`src/rtl/tmlt_pkg.sv`:
```
// shared types, codes and sizes for the typed mutex lock table
// used by tmlt_store, tmlt_eval and typed_mutex_lock_table
package tmlt_pkg;

    localparam int NUM_LOCKS = 64;
    localparam int MAX_DEPTH = 255;
    localparam int IDX_W     = 6;
    localparam int DEPTH_CAP = (MAX_DEPTH < 255) ? MAX_DEPTH : 255;

    localparam logic [2:0] CMD_INIT    = 3'd0;
    localparam logic [2:0] CMD_DESTROY = 3'd1;
    localparam logic [2:0] CMD_LOCK    = 3'd2;
    localparam logic [2:0] CMD_TRYLOCK = 3'd3;
    localparam logic [2:0] CMD_UNLOCK  = 3'd4;

    localparam logic [2:0] ST_OK       = 3'd0;
    localparam logic [2:0] ST_INVALID  = 3'd1;
    localparam logic [2:0] ST_BUSY     = 3'd2;
    localparam logic [2:0] ST_DEADLOCK = 3'd3;
    localparam logic [2:0] ST_NOTOWNER = 3'd4;
    localparam logic [2:0] ST_RETRY    = 3'd5;
    localparam logic [2:0] ST_OVERFLOW = 3'd6;

    localparam logic [1:0] TY_NORMAL    = 2'd0;
    localparam logic [1:0] TY_RECURSIVE = 2'd1;
    localparam logic [1:0] TY_ERRCHECK  = 2'd2;
    localparam logic [1:0] TY_REJECTED  = 2'd3;

    typedef struct packed {
        logic       held;
        logic [1:0] ltype;
        logic [7:0] owner;
        logic [7:0] depth;
    } t_entry;

    localparam t_entry ENTRY_RESET = '{held: 1'b0, ltype: TY_NORMAL, owner: 8'd0, depth: 8'd0};

    typedef struct packed {
        logic             en;
        logic [IDX_W-1:0] addr;
        t_entry           data;
    } t_wr;

    typedef struct packed {
        logic [2:0]       command;
        logic [IDX_W-1:0] lock_index;
        logic [7:0]       requester;
        logic [1:0]       lock_type;
    } t_item;

    typedef struct packed {
        logic acquire;
        logic release_;
        logic contention;
    } t_count_inc;

endpackage

```
`src/rtl/tmlt_store.sv`:
```
// lock entry store: one-read one-write memory with per-entry valid bits
// and write-to-read bypass; depends on tmlt_pkg
module tmlt_store (
    input  logic                      i_clk,
    input  logic                      i_rst_n,
    input  logic                      i_rd_en,
    input  logic [tmlt_pkg::IDX_W-1:0] i_rd_addr,
    input  tmlt_pkg::t_wr             i_wr,
    output tmlt_pkg::t_entry          o_rd_data
);

    tmlt_pkg::t_entry                    mem [tmlt_pkg::NUM_LOCKS];
    logic [tmlt_pkg::NUM_LOCKS-1:0]      r_valid;
    tmlt_pkg::t_entry                    r_rd_data;
    logic                                r_rd_valid;
    logic                                r_byp;
    tmlt_pkg::t_entry                    r_byp_data;

    always_ff @(posedge i_clk) begin
        if (i_wr.en) begin
            mem[i_wr.addr] <= i_wr.data;
        end
        if (i_rd_en) begin
            r_rd_data <= mem[i_rd_addr];
            r_byp_data <= i_wr.data;
        end
    end

    always_ff @(posedge i_clk) begin
        if (!i_rst_n) begin
            r_valid    <= '0;
            r_rd_valid <= 1'b0;
            r_byp      <= 1'b0;
        end else begin
            if (i_wr.en) begin
                r_valid[i_wr.addr] <= 1'b1;
            end
            if (i_rd_en) begin
                r_rd_valid <= r_valid[i_rd_addr];
                r_byp      <= i_wr.en && (i_wr.addr == i_rd_addr);
            end
        end
    end

    assign o_rd_data = r_byp      ? r_byp_data :
                       r_rd_valid ? r_rd_data  : tmlt_pkg::ENTRY_RESET;

endmodule

```
`src/rtl/tmlt_eval.sv`:
```
// per-request decision logic: new entry, status and counter bumps
// depends on tmlt_pkg
module tmlt_eval (
    input  tmlt_pkg::t_item       i_item,
    input  tmlt_pkg::t_entry      i_entry,
    output tmlt_pkg::t_entry      o_entry,
    output logic [2:0]            o_status,
    output tmlt_pkg::t_count_inc  o_inc
);

    logic             invalid;
    logic             mine;
    logic             at_cap;
    tmlt_pkg::t_entry taken;
    tmlt_pkg::t_entry freed;

    always_comb begin
        invalid = (i_item.requester == 8'd0) || (i_item.command > tmlt_pkg::CMD_UNLOCK)
                  || ({1'b0, i_item.lock_index} >= (tmlt_pkg::IDX_W+1)'(tmlt_pkg::NUM_LOCKS));
        mine    = i_entry.held && (i_entry.owner == i_item.requester);
        at_cap  = i_entry.depth >= 8'(tmlt_pkg::DEPTH_CAP);

        taken       = i_entry;
        taken.held  = 1'b1;
        taken.owner = i_item.requester;
        taken.depth = 8'd1;

        freed       = i_entry;
        freed.held  = 1'b0;
        freed.owner = 8'd0;
        freed.depth = 8'd0;

        o_entry  = i_entry;
        o_status = tmlt_pkg::ST_OK;
        o_inc    = '0;

        if (invalid) begin
            o_status = tmlt_pkg::ST_INVALID;
        end else begin
            case (i_item.command)
                tmlt_pkg::CMD_INIT: begin
                    if (i_item.lock_type == tmlt_pkg::TY_REJECTED) begin
                        o_status = tmlt_pkg::ST_INVALID;
                    end else begin
                        o_entry       = freed;
                        o_entry.ltype = i_item.lock_type;
                    end
                end
                tmlt_pkg::CMD_DESTROY: begin
                    o_status = i_entry.held ? tmlt_pkg::ST_BUSY : tmlt_pkg::ST_OK;
                end
                tmlt_pkg::CMD_LOCK, tmlt_pkg::CMD_TRYLOCK: begin
                    if (mine && i_entry.ltype == tmlt_pkg::TY_RECURSIVE) begin
                        if (at_cap) begin
                            o_status = tmlt_pkg::ST_OVERFLOW;
                        end else begin
                            o_entry.depth = i_entry.depth + 8'd1;
                        end
                    end else if (i_item.command == tmlt_pkg::CMD_TRYLOCK) begin
                        if (i_entry.held) begin
                            o_status = tmlt_pkg::ST_BUSY;
                        end else begin
                            o_entry       = taken;
                            o_inc.acquire = 1'b1;
                        end
                    end else if (mine && i_entry.ltype == tmlt_pkg::TY_ERRCHECK) begin
                        o_status = tmlt_pkg::ST_DEADLOCK;
                    end else if (i_entry.held) begin
                        o_status         = tmlt_pkg::ST_RETRY;
                        o_inc.contention = 1'b1;
                    end else begin
                        o_entry       = taken;
                        o_inc.acquire = 1'b1;
                    end
                end
                tmlt_pkg::CMD_UNLOCK: begin
                    if (!mine) begin
                        o_status = tmlt_pkg::ST_NOTOWNER;
                    end else if (i_entry.ltype == tmlt_pkg::TY_RECURSIVE
                                 && i_entry.depth > 8'd1) begin
                        o_entry.depth = i_entry.depth - 8'd1;
                    end else begin
                        o_entry        = freed;
                        o_inc.release_ = 1'b1;
                    end
                end
                default: begin
                    o_status = tmlt_pkg::ST_INVALID;
                end
            endcase
        end
    end

endmodule

```
`src/rtl/typed_mutex_lock_table.sv`:
```
// top level of the typed mutex lock table: handshake, request and result
// registers, global totals; depends on tmlt_pkg, tmlt_store, tmlt_eval
//
// usage
//   requests enter on the s_axis channel, one beat per request; results
//   leave on the m_axis channel, one beat per request, in request order
//   a beat is taken at a rising edge with tvalid and tready both high
//   a request beat waits in the request register while the store reads
//   its lock, then its result goes to the output register; one request
//   per cycle is sustained while m_axis_tready is high, the registered read
//   feeding decision logic, bypassed if the previous request wrote the same lock
//   reset (i_rst_n low, synchronous) frees all locks, sets every type to
//   normal and zeroes the totals at once through per-lock valid bits
//   when the receiver holds m_axis_tready low the result stays in place,
//   one more request is held in the request register and s_axis_tready
//   then drops until the result beat is taken
module typed_mutex_lock_table (
    input  logic         i_clk,
    input  logic         i_rst_n,
    input  logic         s_axis_tvalid,
    output logic         s_axis_tready,
    // command[2:0], lock_index[8:3], requester[16:9], lock_type[18:17], zero fill
    input  logic [23:0]  s_axis_tdata,
    output logic         m_axis_tvalid,
    input  logic         m_axis_tready,
    // status[2:0], owner_id[10:3], hold_depth[18:11], is_held[19],
    // total_acquires[51:20], total_releases[83:52], contend_total[115:84],
    // zero fill
    output logic [119:0] m_axis_tdata
);

    tmlt_pkg::t_item      in_item;
    tmlt_pkg::t_item      r_item;
    logic                 r_item_vld;
    logic                 r_out_vld;
    logic [119:0]         r_out;
    logic [31:0]          r_acq;
    logic [31:0]          r_rel;
    logic [31:0]          r_cont;
    logic [31:0]          n_acq;
    logic [31:0]          n_rel;
    logic [31:0]          n_cont;
    logic                 proc;
    logic                 acc;
    tmlt_pkg::t_entry     cur_entry;
    tmlt_pkg::t_entry     new_entry;
    logic [2:0]           status;
    tmlt_pkg::t_count_inc inc;
    tmlt_pkg::t_wr        wr;

    assign in_item.command    = s_axis_tdata[2:0];
    assign in_item.lock_index = s_axis_tdata[8:3];
    assign in_item.requester  = s_axis_tdata[16:9];
    assign in_item.lock_type  = s_axis_tdata[18:17];

    assign proc          = r_item_vld && (!r_out_vld || m_axis_tready);
    assign s_axis_tready = !r_item_vld || proc;
    assign acc           = s_axis_tvalid && s_axis_tready;

    assign wr.en   = proc;
    assign wr.addr = r_item.lock_index;
    assign wr.data = new_entry;

    tmlt_store u_store (
        .i_clk     (i_clk),
        .i_rst_n   (i_rst_n),
        .i_rd_en   (acc),
        .i_rd_addr (in_item.lock_index),
        .i_wr      (wr),
        .o_rd_data (cur_entry)
    );

    tmlt_eval u_eval (
        .i_item   (r_item),
        .i_entry  (cur_entry),
        .o_entry  (new_entry),
        .o_status (status),
        .o_inc    (inc)
    );

    assign n_acq  = r_acq  + 32'(inc.acquire);
    assign n_rel  = r_rel  + 32'(inc.release_);
    assign n_cont = r_cont + 32'(inc.contention);

    always_ff @(posedge i_clk) begin
        if (!i_rst_n) begin
            r_item_vld <= 1'b0;
            r_out_vld  <= 1'b0;
            r_acq      <= '0;
            r_rel      <= '0;
            r_cont     <= '0;
        end else begin
            if (acc) begin
                r_item_vld <= 1'b1;
            end else if (proc) begin
                r_item_vld <= 1'b0;
            end
            if (proc) begin
                r_out_vld <= 1'b1;
                r_acq     <= n_acq;
                r_rel     <= n_rel;
                r_cont    <= n_cont;
            end else if (m_axis_tready) begin
                r_out_vld <= 1'b0;
            end
        end
    end

    always_ff @(posedge i_clk) begin
        if (acc) begin
            r_item <= in_item;
        end
        if (proc) begin
            r_out <= {4'd0, n_cont, n_rel, n_acq, new_entry.held,
                      new_entry.depth, new_entry.owner, status};
        end
    end

    assign m_axis_tvalid = r_out_vld;
    assign m_axis_tdata  = r_out;

endmodule

```
`config.mk`:
```
export PLATFORM = sky130hd
export DESIGN_NAME = typed_mutex_lock_table
export DESIGN_NICKNAME = d
export VERILOG_FILES = /design/src/rtl/tmlt_pkg.sv /design/src/rtl/tmlt_store.sv /design/src/rtl/tmlt_eval.sv /design/src/rtl/typed_mutex_lock_table.sv
export SDC_FILE = /design/constraint.sdc
export NUM_CORES = 2
export LEC_CHECK = 0
export BUFFER_PORTS_ARGS = -buffer_cell sky130_fd_sc_hd__buf_2
export CORE_ASPECT_RATIO = 1.75
export CORE_MARGIN = 3
export CORE_UTILIZATION = 45
export DETAILED_ROUTE_END_ITERATION = 6
export SLEW_MARGIN = 15
export SYNTH_ARGS = -nofsm -noshare
export SYNTH_HDL_FRONTEND = slang
export SYNTH_SLANG_ARGS = --single-unit
```
`constraint.sdc`:
```
create_clock -name i_clk -period 11.55 [get_ports i_clk]
set_clock_uncertainty 0.05 [all_clocks]
set_input_delay 1.7325 -clock i_clk [delete_from_list [all_inputs] [get_ports i_clk]]
set_output_delay 1.7325 -clock i_clk [all_outputs]
set_load 0.03 [all_outputs]
```
* After elaboration in Yosys (flattened, before gate mapping) *
Memory sizes are Yosys's and may differ from the RTL's. A register that Yosys moved wholly into a read port is not among the register bits.
Index checks and enable logic that the tools add are counted.

word-level totals
  bits in registers = 318
  input bits = 28
  output and inout port bits = 122
  memories kept = 1
  memory bits (writable) = 1216

operators by class
  add/subtract/negate cells = 5
  bitwise operators = 1
  magnitude comparators = 6
  equality and inequality tests = 9
  reduce and logical (&&, ||, !) cells = 18
  multiplexer cells = 47

memories
  name         depth  bits a word  rd ports  clocked after Yosys merged registers in  write ports  line              RTL
  u_store.mem  64     19           1         1                                        1            tmlt_store.sv:12  tmlt_pkg::t_entry mem [tmlt_pkg::NUM_LOCKS];

operators by type and width
  operator             number
  $mux 19              7
  $add 32x1->32        3
  $or 64x64->64        1
  $pmux 19 s3          1
  $mux 8               3
  $mux 1               22
  $mux 11              2
  $mux 3               7
  $mux 16              1
  $lt 6x7->1 const B   2
  $pmux 3 s4           1
  $add 8x1->8 const B  1
  $eq 8x8->1           1
  $ge 8x8->1 const B   1
  $gt 8x1->1 const B   1
  $logic_and 1x1->1    8
  $logic_not 8->1      1
  $sub 8x1->8 const B  1
  $bmux 1 s6           1
  $demux 1 s6          1
  $eq 3x2->1 const B   2
  $eq 6x6->1           1
  $ge 6x1->1 const B   1
  $eq 2x2->1 const B   2
  10 further kinds     14

* Longest topological paths before layout *
  depth after elaboration = 11
  mapped depth = 21
  mapped depth without buffers = 18

* Hierarchy *
Synthesis repeated with hierarchy kept, for this count alone.

second synthesis, totals
  cell total of the unflattened synthesis = 3188
  area, all modules = 61456.4 um2

by module, submodules not included
  module                  area an instance (um2)  cells each  instances  sequential area each (um2)
  tmlt_store              50244.4                 2110        1          38977.4
  typed_mutex_lock_table  10072.2                 900         1          6015.8
  tmlt_eval               1139.8                  178         1          0.0

* Least setup slack after synthesis *
Ideal clock, no wire load.

  path kind = input port to flip-flop
  start = input port m_axis_tready
  end = register r_rel[28]
  stages = 9
  data required time = 11.364 ns
  arrival time = 6.348 ns
  path slack = 5.016 ns
  setup time = 0.136 ns
  cells stage by stage = nor2b_1 nand2b_1 clkbuf_1 inv_1 clkbuf_1 buf_1 nand3_1 nand3_1 o21ai_0

on the way
  cells in the longest elaborated chain, start to end = 2

ends and longest elaborated chain
  what                  line                           RTL
  start, declared       typed_mutex_lock_table.sv:25   input logic m_axis_tready,
  $logic_or 1x1->1      typed_mutex_lock_table.sv:56   assign proc = r_item_vld && (!r_out_vld || m_axis_tready);
  $logic_and 1x1->1     typed_mutex_lock_table.sv:56
  named net proc        typed_mutex_lock_table.sv:43   logic proc;
  end signal, assigned  typed_mutex_lock_table.sv:101  r_rel <= n_rel;
  end, declared         typed_mutex_lock_table.sv:38   logic [31:0] r_rel;

The timed path passes the listed nets, and every way through them passes these cells.
A chain may end at the register's enable or synchronous reset.

* Worst setup path in the final report *
  start = register u_store.r_byp
  end = register r_rel[16]

on the way
  cells in the longest elaborated chain, start to end = 8
  elaborated cells between the ends (all ways) = 11
  classes of those cells = add/sub (1); order compare (1); eq/ne (2); mux (5); reduce/logical (2)

ends and longest elaborated chain
  what                                             line                              RTL
  start, declared                                  tmlt_store.sv:16                  logic r_byp;
  start signal, assigned                           tmlt_store.sv:40                  r_byp <= i_wr.en && (i_wr.addr == i_rd_addr);
  $mux 19 *                                        tmlt_store.sv:45                  assign o_rd_data = r_byp ? r_byp_data :
  $gt 8x1->1 / $eq 2x1->1 (equally long branches)  tmlt_eval.sv:80, tmlt_eval.sv:79
  $logic_and 1x1->1                                tmlt_eval.sv:80                   && i_entry.depth > 8'd1) begin
  $mux 1                                           tmlt_eval.sv:79                   end else if (i_entry.ltype == tmlt_pkg::TY_RECURSIVE
  $mux 1 *                                         tmlt_eval.sv:77                   if (!mine) begin
  $mux 1 *                                         tmlt_eval.sv:40                   case (i_item.command)
  $mux 3 *                                         tmlt_eval.sv:37                   if (invalid) begin
  $add 32x1->32 *                                  typed_mutex_lock_table.sv:82      assign n_rel = r_rel + 32'(inc.release_);

Mark *: on every way between the ends. The rest lies on a longest branch, timed or not.

==> impl_summary.md <==
Die
The initialized floorplan defines roughly 180 standard-cell rows. The area of the core region is 0.135 mm^2. The area of the die is roughly 0.14 mm^2. In this run the vertical extent of the chip is between 400 and 500 um.

Once the floorplan was initialized, standard cells occupied a little under half of the core. In this run the count of I/O pins placed on the die edge is 150. The die extent in x is roughly 290 um.

Global route
The total global routing overflow is 0. The first-pass GRT wire length is between 200000 and 250000 um. The via count of the first global-routing pass came to around 32000. The initial antenna violation count is 8. The combined global-route utilization of all metal layers is 21.5%. The maximum number of pins on one net before global-route repair is approximately 140.

Worst setup path
The stage delay of the slowest cell on the critical path is roughly 0.52 ns. The worst setup path is captured at a flip-flop. At the worst endpoint, the required time is 12.14 ns. Together, buffers and inverters on the worst path number 2. The type of the worst setup path is reg2reg. The type of origin of the critical path is a flip-flop. The largest fanout on the critical path is slightly below 70. The cell type of the slowest stage on the worst timing path is nor3_1. The cell family contributing the most delay on the critical path is simple AND/OR/NAND/NOR gates. Traced cell by cell, the critical path runs through buf_4, o21ai_0, inv_1, ha_1, nor2_1, or3b_2, o31ai_2, nand4bb_1, nor2_1, ha_1, ha_1, nand3_1, nor2_1, nand3_1, nor3_1, nand3_1, xnor2_1, and2_1. The endpoint arrival time on the critical path is ~6.3 ns. The launch point of the worst path is u_store.r_byp$_SDFFE_PN0P_. The worst register-to-register path begins at u_store.r_byp$_SDFFE_PN0P_.

Yosys
The average instance in the mapped netlist occupies just under 20 um^2. After synthesis, flip-flops and latches occupy between 70% and 80% of the total area. The number of synthesis warnings is 0. The synthesized design contains between 1000 and 1500 enable-type register cells. The number of distinct library cell variants in the gate-level netlist after synthesis is 71. The post-synthesis sequential element count is about 1600. The combined area of all synthesized cells is 0.0614 mm^2. The instance count of the mapped netlist is between 3000 and 4000.

In the synthesized netlist the dominant register cell turns out to be edfxtp_1. In the synthesized netlist the async set-or-reset flop fraction comes to 0%.

Placed design
The number of placed instances, taps included, is between 4000 and 5000. The pre-CTS setup slack is between 5 and 6 ns. Once placement finished, the instance area stood at ~0.065 mm^2. The sum of net half-perimeters after detailed placement is 89300 um. The count of buffers added on input and output ports is 140.

The routability-driven placement congestion ratio is about 0.84.

Layout
The finished layout holds 5212 standard cells, fillers aside. The share of the core filled with cells is about half. After the last flow step, the layout net total stands at about 3300. Of the cells placed in the final design, the portion with a size suffix greater than 1 is a little over a quarter.

The final design area excluding fillers is 0.0690 mm^2. Counting the fill cells in the layout gives 10600. Compared with the post-synthesis result, the final layout area differs by 12.4%.

STA
The period utilization is 49.1%. The number of endpoints failing setup at the final stage is 0. The actual transition at the worst max-transition pin is ~1.2 ns.

The hold violation count in the final report was 0. The post-route minimum period is between 5 and 6 ns. The final sum of negative setup slack is 0 ns. The maximum clock frequency is ~0.18 GHz. The worst max-slew margin expressed relative to the limit is 19.5%. The final worst setup slack is just under 6 ns. The total count of max-transition violations in the final report was 0. Setup repair after global routing left no endpoint under its margin.

Clocking
Clock tree synthesis selected as its root buffer the cell clkbuf_16. The clock buffer count from CTS is around 140. Once the clock tree was built, the setup fixing pass inserted 0 buffers. The maximum clock path buffer count is 3. The number of hold-repair buffers added at the cts stage is 0. The tree built by TritonCTS fans out to about 1600 sinks. At the later pin of the worst-skew pair, clock insertion delay measures approximately 0.76 ns. The clock transition at the register clock pins on the worst setup and hold paths after CTS is around 0.060 ns.

The count of instances resized after the clock tree is built is 0. The CTS tree is done. In this run the number of H-tree levels came out at 4.

Pwr
The leakage power figure is approximately 22 nW. VDD sags by at most around 0.13 mV. The total power divided by cell area is approximately 160 mW/mm^2.

Route
Dividing the detail-routed wire length by the instance count gives 29.0 um. The count of routing violations after the opening detailed-route iteration is 2446. The post-route antenna net violation count is 0. After detailed routing, the number of remaining DRC violations is 0.

The first detailed-routing pass ran for 5 iterations. The number of vias per cell after detailed routing is about 5.8. After detailed routing, the total wire length is between 150000 and 200000 um.

The detailed-route via count is just over 30000.

Run
The number of max-cap violations is 0.

Min path
The start point of the worst hold path is u_store.r_valid[54]$_SDFFE_PN0P_. The worst hold path class is reg2reg.

Outcome
The flow ran to the end, and the final reports show no timing, DRC or antenna violations.
cell families after synthesis:
family                   after synthesis  share of synthesized area, %
flip-flops                          1553                          73.3
XOR/XNOR                             174                          2.48
AO/OA/AOI/OAI                        223                          2.51
buffers and inverters                183                          1.23
AND/OR/NAND/NOR                      585                          4.97
adder cells (fa/ha/maj)                9                         0.184
other                                  1                       0.00611
multiplexers                         418                          15.3
area by class of cell:
cell class	count	area, um^2	share of cell area [%]
Antenna cell	9	22.5	0.0327
Clock inverter	78	668	0.969
Inverter	14	57.6	0.0834
Sequential cell	1553	45000	65.2
Timing Repair Buffer	181	1060	1.54
Tap cell	1800	2250	3.27
Clock buffer	164	3650	5.29
Multi-Input combinational cell	1413	16300	23.6
routing by layer:
layer	up-vias	GRT usage [%]	routed length, um
met4	6	8.38	6040
met2	968	40.3	84100
met5	-	0	39
li1	13000	-	-
met1	16100	24.6	53400
met3	270	3.33	7410
synthesized netlist by cell type, drive strengths merged, types with 4 or more instances:
library cell | instances | area [um^2]
o21ai | 48 | 240
nand2b | 7 | 43.8
and3 | 24 | 151
nand4 | 30 | 188
or2 | 6 | 37.5
nand2 | 119 | 449
edfxtp | 1389 | 41700
a22oi | 20 | 150
nor4 | 15 | 115
a21oi | 18 | 90.1
a21boi | 27 | 203
clkbuf | 116 | 439
nand3b | 10 | 75.1
or3 | 23 | 145
nor2 | 139 | 522
ha | 9 | 113
a31oi | 4 | 25.0
buf | 53 | 260
inv | 14 | 52.6
xor2 | 75 | 657
nor4bb | 4 | 40.0
o211ai | 6 | 45.0
or4 | 5 | 41.3
and2 | 79 | 494
nor2b | 19 | 119
nand3 | 61 | 305
and4 | 7 | 63.8
nand4b | 5 | 43.8
a211oi | 4 | 30.0
mux4 | 415 | 9350
xnor2 | 99 | 867
dfxtp | 164 | 3280
nor3 | 23 | 120
o21a | 68 | 510
sequential cells by signal (all words and copies together) (netlist names):
name,count
r_item,19
u_store.mem,1216
m_axis_tvalid,1
u_store.r_rd_data,19
u_store.r_byp,1
m_axis_tdata,116
r_rel,32
u_store.r_valid,64
r_acq,32
u_store.r_byp_data,19
u_store.r_rd_valid,1
r_item_vld,1
r_cont,32
final timing paths:
path | cells past startpoint | end | slack (ns)
worst max register to register | 18 | r_rel[16]$_SDFFE_PN0P_ | 5.88
worst min register to register | 1 | u_store.r_valid[54]$_SDFFE_PN0P_ | 0.42
worst min-delay path | 1 | u_store.r_valid[54]$_SDFFE_PN0P_ | 0.42
worst max-delay path | 18 | r_rel[16]$_SDFFE_PN0P_ | 5.88
through the flow:
stage	power (mW)	hold WS (ns)
after floorplan	6.67	0.385
after global placement	6.88	0.391
after detailed placement	6.89	0.402
after CTS	11.3	0.418
after global routing	11.6	0.424
final	11.2	0.416
where the power goes:
part / internal [mW] / switching, mW
clock network: 2.46 / 2.01
logic: 0.201 / 0.376
registers: 6.16 / 0.0254
total: 8.82 / 2.41
worst reg2reg max path, stage by stage (launching register included):
cell       delay, ns
dfxtp_2         0.33
buf_4           0.51
o21ai_0         0.35
inv_1           0.23
ha_1            0.32
nor2_1          0.08
or3b_2          0.47
o31ai_2         0.45
nand4bb_1       0.16
nor2_1          0.16
ha_1            0.29
ha_1            0.25
nand3_1         0.15
nor2_1          0.39
nand3_1         0.39
nor3_1          0.52
nand3_1         0.17
xnor2_1         0.15
and2_1          0.15
cells in the final DEF (no fill, tap or decap), types with 10 or more instances in the layout:
cell type and count:
edfxtp_1 1389, mux4_2 415, dfxtp_1 163, clkbuf_16 142
buf_2 135, nand2_1 115, xnor2_1 99, and2_1 79
xor2_1 75, nor2_1 73, o21a_1 68, nor2_4 66
nand3_1 61, o21ai_0 42, buf_4 41, nand4_1 30
clkinv_1 27, a21boi_0 26, clkinv_2 26, and3_1 23
or3_1 22, nor3_1 22, clkbuf_1 21, a22oi_1 20
nor2b_1 19, a21oi_1 18, nor4_1 13, inv_1 12
nand3b_1 10
No activity file was read; power rests on OpenSTA's default activity.
